## src/cse_pkg.sv

```systemverilog
// Package: shared types, character codes and the escape classifier.
`timescale 1ns / 1ps
package cse_pkg;

  localparam int PREFIX_MAX = 8;
  localparam int QDEPTH     = 4;

  // configuration register indexes
  localparam logic [2:0] REG_TEXT_WIDTH    = 3'd0;
  localparam logic [2:0] REG_TAB_COLS      = 3'd1;
  localparam logic [2:0] REG_PREFIX_BYTES  = 3'd2;
  localparam logic [2:0] REG_PREFIX_COUNT  = 3'd3;
  localparam logic [2:0] REG_ESCAPE_TABS   = 3'd4;
  localparam logic [2:0] REG_BREAK_ON_NL   = 3'd5;

  localparam logic [7:0] TEXT_WIDTH_RST = 8'd69;
  localparam logic [4:0] TAB_COLS_RST   = 5'd8;

  // character codes
  localparam logic [7:0] CH_BEL   = 8'h07;
  localparam logic [7:0] CH_BS    = 8'h08;
  localparam logic [7:0] CH_TAB   = 8'h09;
  localparam logic [7:0] CH_LF    = 8'h0A;
  localparam logic [7:0] CH_VT    = 8'h0B;
  localparam logic [7:0] CH_FF    = 8'h0C;
  localparam logic [7:0] CH_CR    = 8'h0D;
  localparam logic [7:0] CH_ESC   = 8'h1B;
  localparam logic [7:0] CH_SPACE = 8'h20;
  localparam logic [7:0] CH_QUOTE = 8'h22;
  localparam logic [7:0] CH_ZERO  = 8'h30;
  localparam logic [7:0] CH_NINE  = 8'h39;
  localparam logic [7:0] CH_QMARK = 8'h3F;
  localparam logic [7:0] CH_UA    = 8'h41;
  localparam logic [7:0] CH_UF    = 8'h46;
  localparam logic [7:0] CH_BSL   = 8'h5C;
  localparam logic [7:0] CH_LA    = 8'h61;
  localparam logic [7:0] CH_LB    = 8'h62;
  localparam logic [7:0] CH_LE    = 8'h65;
  localparam logic [7:0] CH_LF_A  = 8'h66;
  localparam logic [7:0] CH_LN    = 8'h6E;
  localparam logic [7:0] CH_LR    = 8'h72;
  localparam logic [7:0] CH_LT    = 8'h74;
  localparam logic [7:0] CH_LV    = 8'h76;
  localparam logic [7:0] CH_LX    = 8'h78;
  localparam logic [7:0] CH_TILDE = 8'h7E;
  localparam logic [7:0] HEX_ALPHA_BASE = 8'h57; // 'a' - 10

  typedef struct packed {
    logic [7:0]  text_width;
    logic [4:0]  tab_cols;
    logic [63:0] prefix_bytes;
    logic [3:0]  prefix_count;
    logic        escape_tabs;
    logic        break_on_newline;
  } cfg_t;

  // one escaped piece of text, chars[0] goes out first
  typedef struct packed {
    logic [3:0][7:0] chars;
    logic [2:0]      len;
    logic            is_tab;
    logic            is_lf;
    logic            is_final;
    logic            item_end;
  } piece_t;

  typedef struct packed {
    logic [1:0] cnt;
    piece_t     a;
    piece_t     b;
  } push_t;

  typedef enum logic [2:0] {
    PH_START,
    PH_CLOSE_Q,
    PH_CLOSE_NL,
    PH_PREFIX,
    PH_OPEN_Q,
    PH_BODY,
    PH_END_Q,
    PH_END_NL
  } phase_t;

  function automatic logic is_dec(logic [7:0] d);
    return (d >= CH_ZERO) && (d <= CH_NINE);
  endfunction

  function automatic logic is_hex(logic [7:0] d);
    return is_dec(d) || ((d >= CH_LA) && (d <= CH_LF_A)) || ((d >= CH_UA) && (d <= CH_UF));
  endfunction

  function automatic logic [7:0] hex_digit(logic [3:0] v);
    return (v >= 4'd10) ? (HEX_ALPHA_BASE + {4'b0, v}) : (CH_ZERO + {4'b0, v});
  endfunction

  function automatic piece_t esc_piece(logic [7:0] c, logic la_ok, logic [7:0] la,
                                       logic esc_tab);
    piece_t p;
    logic   unpr;
    p          = '0;
    p.chars[0] = CH_BSL;
    p.len      = 3'd2;
    unpr       = 1'b0;
    case (c)
      CH_CR:    p.chars[1] = CH_LR;
      CH_LF:    begin
        p.chars[1] = CH_LN;
        p.is_lf    = 1'b1;
      end
      CH_QUOTE: p.chars[1] = CH_QUOTE;
      CH_QMARK: p.chars[1] = CH_QMARK;
      CH_BSL:   p.chars[1] = CH_BSL;
      CH_BEL:   p.chars[1] = CH_LA;
      CH_BS:    p.chars[1] = CH_LB;
      CH_ESC:   p.chars[1] = CH_LE;
      CH_FF:    p.chars[1] = CH_LF_A;
      CH_VT:    p.chars[1] = CH_LV;
      CH_TAB:   begin
        if (esc_tab) begin
          p.chars[1] = CH_LT;
        end else begin
          p.chars[0] = CH_TAB;
          p.len      = 3'd1;
          p.is_tab   = 1'b1;
        end
      end
      default: begin
        if ((c >= CH_SPACE) && (c <= CH_TILDE)) begin
          p.chars[0] = c;
          p.len      = 3'd1;
        end else begin
          unpr = 1'b1;
        end
      end
    endcase
    if (unpr) begin
      if ((c == 8'd0) && !(la_ok && is_dec(la))) begin
        p.chars[1] = CH_ZERO;
      end else if (!(la_ok && is_hex(la))) begin
        p.len      = 3'd4;
        p.chars[1] = CH_LX;
        p.chars[2] = hex_digit(c[7:4]);
        p.chars[3] = hex_digit(c[3:0]);
      end else begin
        // octal keeps a following hex digit out of the escape
        p.len      = 3'd4;
        p.chars[1] = CH_ZERO + {6'b0, c[7:6]};
        p.chars[2] = CH_ZERO + {5'b0, c[5:3]};
        p.chars[3] = CH_ZERO + {5'b0, c[2:0]};
      end
    end
    return p;
  endfunction

endpackage

```

## src/cse_front.sv

```systemverilog
// Front end: holds one byte for lookahead and turns input words into pieces.
`timescale 1ns / 1ps
module cse_front (
  input  logic           clk,
  input  logic           rst_n,
  input  logic           in_valid,
  output logic           in_ready,
  input  logic [7:0]     in_data_byte,
  input  logic           in_is_final,
  input  logic           escape_tabs,
  input  logic           q_room2,
  output cse_pkg::push_t push
);
  import cse_pkg::*;

  logic [7:0] held_byte_r, held_byte_nxt;
  logic       held_valid_r, held_valid_nxt;
  logic       acc;
  piece_t     p_held, p_fin;

  assign in_ready = q_room2;
  assign acc      = in_valid && in_ready;

  always_comb begin
    p_held          = esc_piece(held_byte_r, 1'b1, in_data_byte, escape_tabs);
    p_fin           = esc_piece(in_data_byte, 1'b0, 8'd0, escape_tabs);
    p_fin.is_final  = 1'b1;
    p_fin.item_end  = 1'b1;
    p_held.item_end = !in_is_final;
    push.cnt        = 2'd0;
    push.a          = p_held;
    push.b          = p_fin;
    if (acc) begin
      if (held_valid_r) begin
        push.cnt = in_is_final ? 2'd2 : 2'd1;
      end else if (in_is_final) begin
        push.cnt = 2'd1;
        push.a   = p_fin;
      end
    end
  end

  always_comb begin
    held_byte_nxt  = held_byte_r;
    held_valid_nxt = held_valid_r;
    if (acc) begin
      held_byte_nxt  = in_is_final ? 8'd0 : in_data_byte;
      held_valid_nxt = !in_is_final;
    end
  end

  always_ff @(posedge clk) begin
    if (!rst_n) begin
      held_byte_r  <= 8'd0;
      held_valid_r <= 1'b0;
    end else begin
      held_byte_r  <= held_byte_nxt;
      held_valid_r <= held_valid_nxt;
    end
  end

endmodule

```

## src/cse_queue.sv

```systemverilog
// Piece queue between front and back: up to two writes and one read per cycle.
`timescale 1ns / 1ps
module cse_queue (
  input  logic            clk,
  input  logic            rst_n,
  input  cse_pkg::push_t  push,
  input  logic            pop,
  output cse_pkg::piece_t head,
  output logic            head_valid,
  output logic            room2
);
  import cse_pkg::*;

  localparam int AW = $clog2(QDEPTH);

  piece_t        mem_r [QDEPTH];
  logic [AW-1:0] wptr_r, wptr_nxt, rptr_r, rptr_nxt;
  logic [AW:0]   count_r, count_nxt;
  logic [AW-1:0] wptr_p1;

  assign wptr_p1    = wptr_r + AW'(1);
  assign head       = mem_r[rptr_r];
  assign head_valid = count_r != '0;
  assign room2      = count_r <= (AW+1)'(QDEPTH - 2);

  always_comb begin
    wptr_nxt  = wptr_r + AW'(push.cnt);
    rptr_nxt  = pop ? rptr_r + AW'(1) : rptr_r;
    count_nxt = count_r + (AW+1)'(push.cnt) - (AW+1)'(pop);
  end

  always_ff @(posedge clk) begin
    if (push.cnt != 2'd0) begin
      mem_r[wptr_r] <= push.a;
    end
    if (push.cnt == 2'd2) begin
      mem_r[wptr_p1] <= push.b;
    end
  end

  always_ff @(posedge clk) begin
    if (!rst_n) begin
      wptr_r  <= '0;
      rptr_r  <= '0;
      count_r <= '0;
    end else begin
      wptr_r  <= wptr_nxt;
      rptr_r  <= rptr_nxt;
      count_r <= count_nxt;
    end
  end

  a_pop_nonempty: assert property (@(posedge clk) disable iff (!rst_n)
    pop |-> count_r != '0) else $error("queue pop while empty");
  a_push_room: assert property (@(posedge clk) disable iff (!rst_n)
    (push.cnt != 2'd0) |-> room2) else $error("queue push without room");
  a_count_bound: assert property (@(posedge clk) disable iff (!rst_n)
    count_r <= (AW+1)'(QDEPTH)) else $error("queue count overflow");

endmodule

```

## src/cse_back.sv

```systemverilog
// Back end: line wrapping sequencer emitting one character per cycle unless the output stalls or the queue is empty.
`timescale 1ns / 1ps
module cse_back (
  input  logic            clk,
  input  logic            rst_n,
  input  cse_pkg::cfg_t   cfg,
  input  cse_pkg::piece_t head,
  input  logic            head_valid,
  output logic            pop,
  output logic            out_valid,
  input  logic            out_ready,
  output logic [7:0]      out_char,
  output logic            out_run_end
);
  import cse_pkg::*;

  phase_t     ph_r, ph_nxt, cur_ph;
  logic [2:0] idx_r, idx_nxt;
  logic       line_open_r, line_open_nxt;
  logic [7:0] fill_r, fill_nxt, limit_r, limit_nxt;
  logic       out_valid_r, out_valid_nxt;
  logic [7:0] out_char_r, out_char_nxt;
  logic       run_end_r, run_end_nxt;

  logic [3:0] pfx_len;
  logic [8:0] cost, need;
  logic [8:0] sum9;
  logic       adv, body_last, close_after, done;
  logic [7:0] gen_char;

  assign pfx_len     = (cfg.prefix_count > 4'(PREFIX_MAX)) ? 4'(PREFIX_MAX)
                                                           : cfg.prefix_count;
  assign cost        = head.is_tab ? {4'b0, cfg.tab_cols} : {6'b0, head.len};
  assign need        = {1'b0, fill_r} + cost;
  assign sum9        = {1'b0, fill_r} + {6'b0, head.len};
  assign body_last   = idx_r == (head.len - 3'd1);
  assign close_after = head.is_final || (head.is_lf && cfg.break_on_newline);

  // the start step picks its route in the same cycle as the first character
  always_comb begin
    cur_ph = ph_r;
    if (ph_r == PH_START && head_valid) begin
      if (line_open_r && (need > {1'b0, limit_r})) begin
        cur_ph = PH_CLOSE_Q;
      end else if (!line_open_r) begin
        cur_ph = (pfx_len != 4'd0) ? PH_PREFIX : PH_OPEN_Q;
      end else begin
        cur_ph = PH_BODY;
      end
    end
  end

  assign adv  = (cur_ph != PH_START) && (!out_valid_r || out_ready);
  assign done = ((cur_ph == PH_BODY) && body_last && !close_after) || (cur_ph == PH_END_NL);
  assign pop  = adv && done;

  // next state
  always_comb begin
    ph_nxt        = ph_r;
    idx_nxt       = idx_r;
    line_open_nxt = line_open_r;
    fill_nxt      = fill_r;
    limit_nxt     = limit_r;
    if (adv) begin
      case (cur_ph)
        PH_CLOSE_Q: ph_nxt = PH_CLOSE_NL;
        PH_CLOSE_NL: begin
          ph_nxt        = (pfx_len != 4'd0) ? PH_PREFIX : PH_OPEN_Q;
          idx_nxt       = 3'd0;
          line_open_nxt = 1'b0;
          fill_nxt      = 8'd0;
          limit_nxt     = cfg.text_width;
        end
        PH_PREFIX: begin
          if ({1'b0, idx_r} == (pfx_len - 4'd1)) begin
            ph_nxt  = PH_OPEN_Q;
            idx_nxt = 3'd0;
          end else begin
            idx_nxt = idx_r + 3'd1;
          end
        end
        PH_OPEN_Q: begin
          ph_nxt        = PH_BODY;
          idx_nxt       = 3'd0;
          line_open_nxt = 1'b1;
          fill_nxt      = 8'd0;
          limit_nxt     = cfg.text_width;
        end
        PH_BODY: begin
          if (body_last) begin
            ph_nxt   = close_after ? PH_END_Q : PH_START;
            idx_nxt  = 3'd0;
            fill_nxt = sum9[8] ? 8'hFF : sum9[7:0];
            if (head.is_tab) begin
              limit_nxt = (limit_r > {3'b0, cfg.tab_cols}) ? limit_r - {3'b0, cfg.tab_cols}
                                                           : 8'd0;
            end
          end else begin
            idx_nxt = idx_r + 3'd1;
          end
        end
        PH_END_Q: ph_nxt = PH_END_NL;
        PH_END_NL: begin
          ph_nxt        = PH_START;
          line_open_nxt = 1'b0;
          fill_nxt      = 8'd0;
          limit_nxt     = cfg.text_width;
        end
        default: ph_nxt = PH_START;
      endcase
    end
  end

  // outputs
  always_comb begin
    case (cur_ph)
      PH_CLOSE_Q, PH_OPEN_Q, PH_END_Q: gen_char = CH_QUOTE;
      PH_CLOSE_NL, PH_END_NL:          gen_char = CH_LF;
      PH_PREFIX:                       gen_char = cfg.prefix_bytes[{idx_r, 3'b000} +: 8];
      PH_BODY:                         gen_char = head.chars[idx_r[1:0]];
      default:                         gen_char = 8'd0;
    endcase
    out_valid_nxt = out_valid_r && !out_ready;
    out_char_nxt  = out_char_r;
    run_end_nxt   = run_end_r;
    if (adv) begin
      out_valid_nxt = 1'b1;
      out_char_nxt  = gen_char;
      run_end_nxt   = done && head.item_end;
    end
  end

  assign out_valid   = out_valid_r;
  assign out_char    = out_char_r;
  assign out_run_end = run_end_r;

  always_ff @(posedge clk) begin
    out_char_r <= out_char_nxt;
    run_end_r  <= run_end_nxt;
  end

  always_ff @(posedge clk) begin
    if (!rst_n) begin
      ph_r        <= PH_START;
      idx_r       <= 3'd0;
      line_open_r <= 1'b0;
      fill_r      <= 8'd0;
      limit_r     <= TEXT_WIDTH_RST;
      out_valid_r <= 1'b0;
    end else begin
      ph_r        <= ph_nxt;
      idx_r       <= idx_nxt;
      line_open_r <= line_open_nxt;
      fill_r      <= fill_nxt;
      limit_r     <= limit_nxt;
      out_valid_r <= out_valid_nxt;
    end
  end

  a_body_open: assert property (@(posedge clk) disable iff (!rst_n)
    (ph_r == PH_BODY) |-> line_open_r) else $error("text emitted outside an open line");
  a_prefix_closed: assert property (@(posedge clk) disable iff (!rst_n)
    (cur_ph == PH_PREFIX) |-> !line_open_r) else $error("prefix inside an open line");
  a_end_open: assert property (@(posedge clk) disable iff (!rst_n)
    (ph_r == PH_END_Q) |-> line_open_r) else $error("closing quote with no open line");

endmodule

```

## src/c_string_literal_escaper_top.sv

```systemverilog
// Top level: configuration registers, front end, piece queue and back end.
`timescale 1ns / 1ps
// Turns a byte stream into C string literal lines: prefix, quote, escaped
// text, quote, newline.
// Input channel (in_valid/in_ready): one text byte per word, in_is_final on
// the last byte. A non-final byte is held as lookahead until the next one
// arrives, so its characters come out when the following word is accepted.
// Output channel (out_valid/out_ready): one character per word, out_run_end
// on the last character caused by an input word.
// Config channel (cfg_valid/cfg_ready): always ready; write only while idle.
// Path: an accepted word's pieces are written into the piece queue, the back
// end reads the head piece and registers its first character onto out_valid.
// Throughput: one output character per cycle while out_ready is high and
// pieces wait in the queue; a word causes 0 to 32 characters, paced by the
// single character-per-cycle back end sequencer. A four-entry piece queue
// lets input run ahead; input is taken while two queue entries are free.
// Reset: nothing held, no line open, registers at their defaults.
// Output stall: the output register holds, the queue fills, then in_ready
// drops until the back end drains it.
module c_string_literal_escaper_top (
  input  logic        clk,
  input  logic        rst_n,
  input  logic        in_valid,
  output logic        in_ready,
  input  logic [7:0]  in_data_byte,
  input  logic        in_is_final,
  output logic        out_valid,
  input  logic        out_ready,
  output logic [7:0]  out_char,
  output logic        out_run_end,
  input  logic        cfg_valid,
  output logic        cfg_ready,
  input  logic [2:0]  cfg_index,
  input  logic [63:0] cfg_data
);
  import cse_pkg::*;

  cfg_t   cfg_r, cfg_nxt;
  push_t  push;
  piece_t head;
  logic   head_valid, room2, pop;

  assign cfg_ready = 1'b1;

  always_comb begin
    cfg_nxt = cfg_r;
    if (cfg_valid && cfg_ready) begin
      case (cfg_index)
        REG_TEXT_WIDTH:   cfg_nxt.text_width       = cfg_data[7:0];
        REG_TAB_COLS:     cfg_nxt.tab_cols         = cfg_data[4:0];
        REG_PREFIX_BYTES: cfg_nxt.prefix_bytes     = cfg_data;
        REG_PREFIX_COUNT: cfg_nxt.prefix_count     = cfg_data[3:0];
        REG_ESCAPE_TABS:  cfg_nxt.escape_tabs      = cfg_data[0];
        REG_BREAK_ON_NL:  cfg_nxt.break_on_newline = cfg_data[0];
        default:          cfg_nxt = cfg_r;
      endcase
    end
  end

  always_ff @(posedge clk) begin
    if (!rst_n) begin
      cfg_r.text_width       <= TEXT_WIDTH_RST;
      cfg_r.tab_cols         <= TAB_COLS_RST;
      cfg_r.prefix_bytes     <= 64'd9;
      cfg_r.prefix_count     <= 4'd1;
      cfg_r.escape_tabs      <= 1'b0;
      cfg_r.break_on_newline <= 1'b1;
    end else begin
      cfg_r <= cfg_nxt;
    end
  end

  cse_front u_front (
    .clk          (clk),
    .rst_n        (rst_n),
    .in_valid     (in_valid),
    .in_ready     (in_ready),
    .in_data_byte (in_data_byte),
    .in_is_final  (in_is_final),
    .escape_tabs  (cfg_r.escape_tabs),
    .q_room2      (room2),
    .push         (push)
  );

  cse_queue u_queue (
    .clk        (clk),
    .rst_n      (rst_n),
    .push       (push),
    .pop        (pop),
    .head       (head),
    .head_valid (head_valid),
    .room2      (room2)
  );

  cse_back u_back (
    .clk         (clk),
    .rst_n       (rst_n),
    .cfg         (cfg_r),
    .head        (head),
    .head_valid  (head_valid),
    .pop         (pop),
    .out_valid   (out_valid),
    .out_ready   (out_ready),
    .out_char    (out_char),
    .out_run_end (out_run_end)
  );

endmodule
```

## config.mk

```make
export PLATFORM = sky130hd
export DESIGN_NAME = c_string_literal_escaper_top
export DESIGN_NICKNAME = d
export VERILOG_FILES = /design/src/cse_pkg.sv /design/src/cse_front.sv /design/src/cse_queue.sv /design/src/cse_back.sv /design/src/c_string_literal_escaper_top.sv
export SDC_FILE = /design/constraint.sdc
export NUM_CORES = 1
export LEC_CHECK = 0
export BUFFER_PORTS_ARGS = -buffer_cell sky130_fd_sc_hd__buf_2
export CORE_ASPECT_RATIO = 0.7
export CORE_UTILIZATION = 44
export DETAILED_ROUTE_END_ITERATION = 7
export GPL_ROUTABILITY_DRIVEN = 0
export PLACE_DENSITY = 0.69
export SYNTH_ARGS = -nofsm -noshare
export SYNTH_HDL_FRONTEND = slang
export SYNTH_HIERARCHICAL = 1
export SYNTH_SLANG_ARGS = --single-unit
```

## constraint.sdc

```tcl
create_clock -name clk -period 8.4 [get_ports clk]
set_clock_uncertainty 0.2 [all_clocks]
set_input_delay 0.42 -clock clk [delete_from_list [all_inputs] [get_ports clk]]
set_output_delay 0.42 -clock clk [all_outputs]
set_load 0.05 [all_outputs]
```

==> results.md <==
- Synth Cell Area: 17500 um2
- DRT met1 WL: about 21 mm
- GRT Resource Usage Total: 23.2%
- Vias per cell: roughly 6
- Non-Filler Instances: 2193
- Fin worst setup slack: 1500 ps
- Antenna violations before repair: 1
- First-pass GRT wire length: 73.3 mm
- Placed cell count: 2075
- Worst-Margin Slew: 1180 ps
- Number of cell rows: 60
- CP max FO: 15
- Post-synthesis register bit count: 290
- Register share of total power: between 30% and 40%
- Hold Path Class: in -> reg
- Switching Power: 1.71 mW
- Clock latency on the worst-skew pair: 570 ps
- Post-cts sizing count: 0
- DP Area: 18200 um2
- Syn_area_per_cell: 11.4 um2
- Crit start category: register
- Finished Cell Area: 19800 um2
- Clk buf depth: 3
- IO buf count: 91
- EDFF count, synth: 165
- Largest net degree at the start of global routing: 105
- Max Cap Viol: 0
- Final ANT Viol Nets: 0
- Reg-to-reg setup timing slack: between 1500 and 2000 ps
- Fraction of layout cells with a size suffix above 1: 25.6%
- Area fraction of the dominant cell type after synthesis: 28.2%
- Core ar.: 38800 um2
- Crit path DAT: 7150 ps
- Internal power: 3.07 mW
- Met3 WL post-DR: between 3 and 4 mm
- Count of different cell masters after synthesis: ~110
- Fmax: 0.145 GHz
- Commonest cells post-synth: nand2_1 (194), edfxtp_1 (165), mux2_2 (135)
- Die area: 40700 um2
- Combinational power share: 36.0%
- Dpl hpwl: roughly 31 mm
- CTS tree: yes
- Met2 WL post-DR: approximately 20 mm
- Routed vias: about 13000
- Min Tclk post-route: 6900 ps
- DRC: 0
- Slew Limit Headroom: between 20% and 30%
- Cts bufs inserted: 29
- Initial DRC count: 1184
- Reg clk slew, reported paths: 60 ps
- Syn-to-layout area delta: 12.6%
- Clock sinks: a little under 300
- Final setup fails: 0
- Starting Density: 45.2%
- Area leader, netlist: edfxtp_1
- Die Wd: about 240 um
- Crit. End Element: register
- Hold Violations, Final: 0
- RSZ-0062 raised after global routing: false
- Leak pwr: 7.25 nW
- Critical path class: reg -> reg
- FFs w/ async S/R, synth: 0%
- Power density over the cells: between 200 and 250 nW/um2
- Synthesis Warnings: 6
- Cell count after synthesis: ~1500
- Congestion Overflow GR: 0
- Top_reg_cell synth: edfxtp_1
- Final core utilization: around 51%
- H-tree depth: 1
- First drt pass iteration count: 6
- CP Data Required Time: 8660 ps
- Final Cycle Share: 82.1%
- Sw Share: a little over a third
- I/O pin total: 93
- Max Used Layer: met5
- Count leader, synth: nand2_1
- CTS root buffer: clkbuf_16
- # nets final: between 1500 and 2000
- Post-Route Setup TNS: 0 ps
- Final wirelength: 47.0 mm
- Drt wl/cell: approximately 21 um
- Peak supply drop: 0.000143 V
- Fin. max-slew vios: 0
- Synth area leaders: edfxtp_1 (28%), dfxtp_1 (14%), mux2_2 (8.7%)
- Status: completed
- Seq/Total Area, Yosys: 42.5%
- Die Y: about 170 um
- Setup WS pre-CTS: around 1600 ps
- Clock power frac: 26.3%
- Vias in the first global route: 12720
## cell usage in the layout, fill, tap and decap left out, types with 20 or more instances in the layout
master,Yosys,routed
nand2_1,194,194
edfxtp_1,165,165
mux2_2,135,135
dfxtp_1,125,122
mux2i_1,95,95
buf_2,30,90
dlygate4sd3_1,0,63
inv_1,63,63
nor2_1,64,63
mux4_2,63,63
ha_1,50,50
a21oi_1,47,47
nor2b_1,37,36
o21ai_0,36,36
clkbuf_16,0,29
nand3_1,20,20
## worst max-delay path, stage by stage (launching register included)
cell       delay (ps)
dfxtp_2           690
mux4_2            670
nand2_1           100
o21a_1            160
inv_1              50
ha_1              270
a21o_1            160
a21oi_1           260
o21bai_1          110
a21oi_1           260
nor2_1            100
xor2_1            150
ha_1              320
and3_1            190
or3b_1            370
and3_4            220
a2111oi_4         750
a32o_1            360
and2_1            230
ha_1              160
inv_1              40
ha_1              180
fa_1              370
xnor3_1           370
nor2_1             40
## area by class of cell
| cell class | count | area, um2 |
|---|---|---|
| Clock inverter | 19 | 121 |
| Tap cell | 527 | 659 |
| Sequential cell | 290 | 7460 |
| Inverter | 64 | 240 |
| Multi-Input combinational cell | 1085 | 9270 |
| Clock buffer | 35 | 778 |
| Timing Repair Buffer | 172 | 1220 |
| Antenna cell | 1 | 2.50 |
| Fill cell | 3328 | 19100 |
## power by group through the flow
stage	Sequential [mW]	Clock, mW	Combinational [mW]
2_1_floorplan	1.87	0	1.21
3_3_place_gp	1.83	0	1.63
3_5_place_dp	1.83	0	1.66
4_1_cts	1.80	1.28	1.69
5_1_grt	1.82	1.33	1.86
6_report	1.80	1.26	1.72
## cell families after synthesis
| family | after synthesis | synth area share [%] |
|---|---|---|
| DFF | 290 | 42.5 |
| and+or+nand+nor | 451 | 13.3 |
| buffers and inverters | 173 | 5.08 |
| AOI/OAI and AO/OA | 227 | 9.65 |
| xor gates and xnor gates | 26 | 1.46 |
| adders and majority gates | 54 | 4.02 |
| muxes | 316 | 23.9 |
| other | 3 | 0.0642 |
## stage by stage
| step | hold slack [ps] | power [mW] |
|---|---|---|
| floorplan | 232 | 3.07 |
| finish | 25.7 | 4.78 |
| global placement | 240 | 3.45 |
| CTS | 5.78 | 4.77 |
| detailed placement | 246 | 3.49 |
| global route | 41.6 | 5.00 |
## metal layers
metal,GRT usage (%),vias up
li1,-,5916
met1,33.7,6371
met2,34.4,534
met3,5.20,100
met4,6.73,2
met5,0,-
## worst paths after layout
kind             start                  to  cells after the start
max           register  u_queue/count_r[2]                     24
min reg2reg  cfg_r[59]           cfg_r[59]                      2
min          cfg_valid            cfg_r[0]                      3
max reg2reg   register  u_queue/count_r[2]                     24
## what timing repair did
item                                    in CTS  in global routing
endpoints found under the setup margin       0                  0
hold buffers                                63                  0
setup buffers                                0                  0
hold endpoints to repair                    68                  0
## sequential cells by signal, indices dropped and copies added, names as in the netlist, 2 cells and up, named ones only
name                 flops
u_queue/mem_r          156
cfg_r                   83
u_back/fill_r            8
u_back/limit_r           8
u_back/out_char          8
u_front/held_byte_r      8
u_back/idx_r             3
u_back/ph_r              3
u_queue/count_r          3
u_queue/rptr_r           2
u_queue/wptr_r           2
Power figures use the tool's default switching activity.
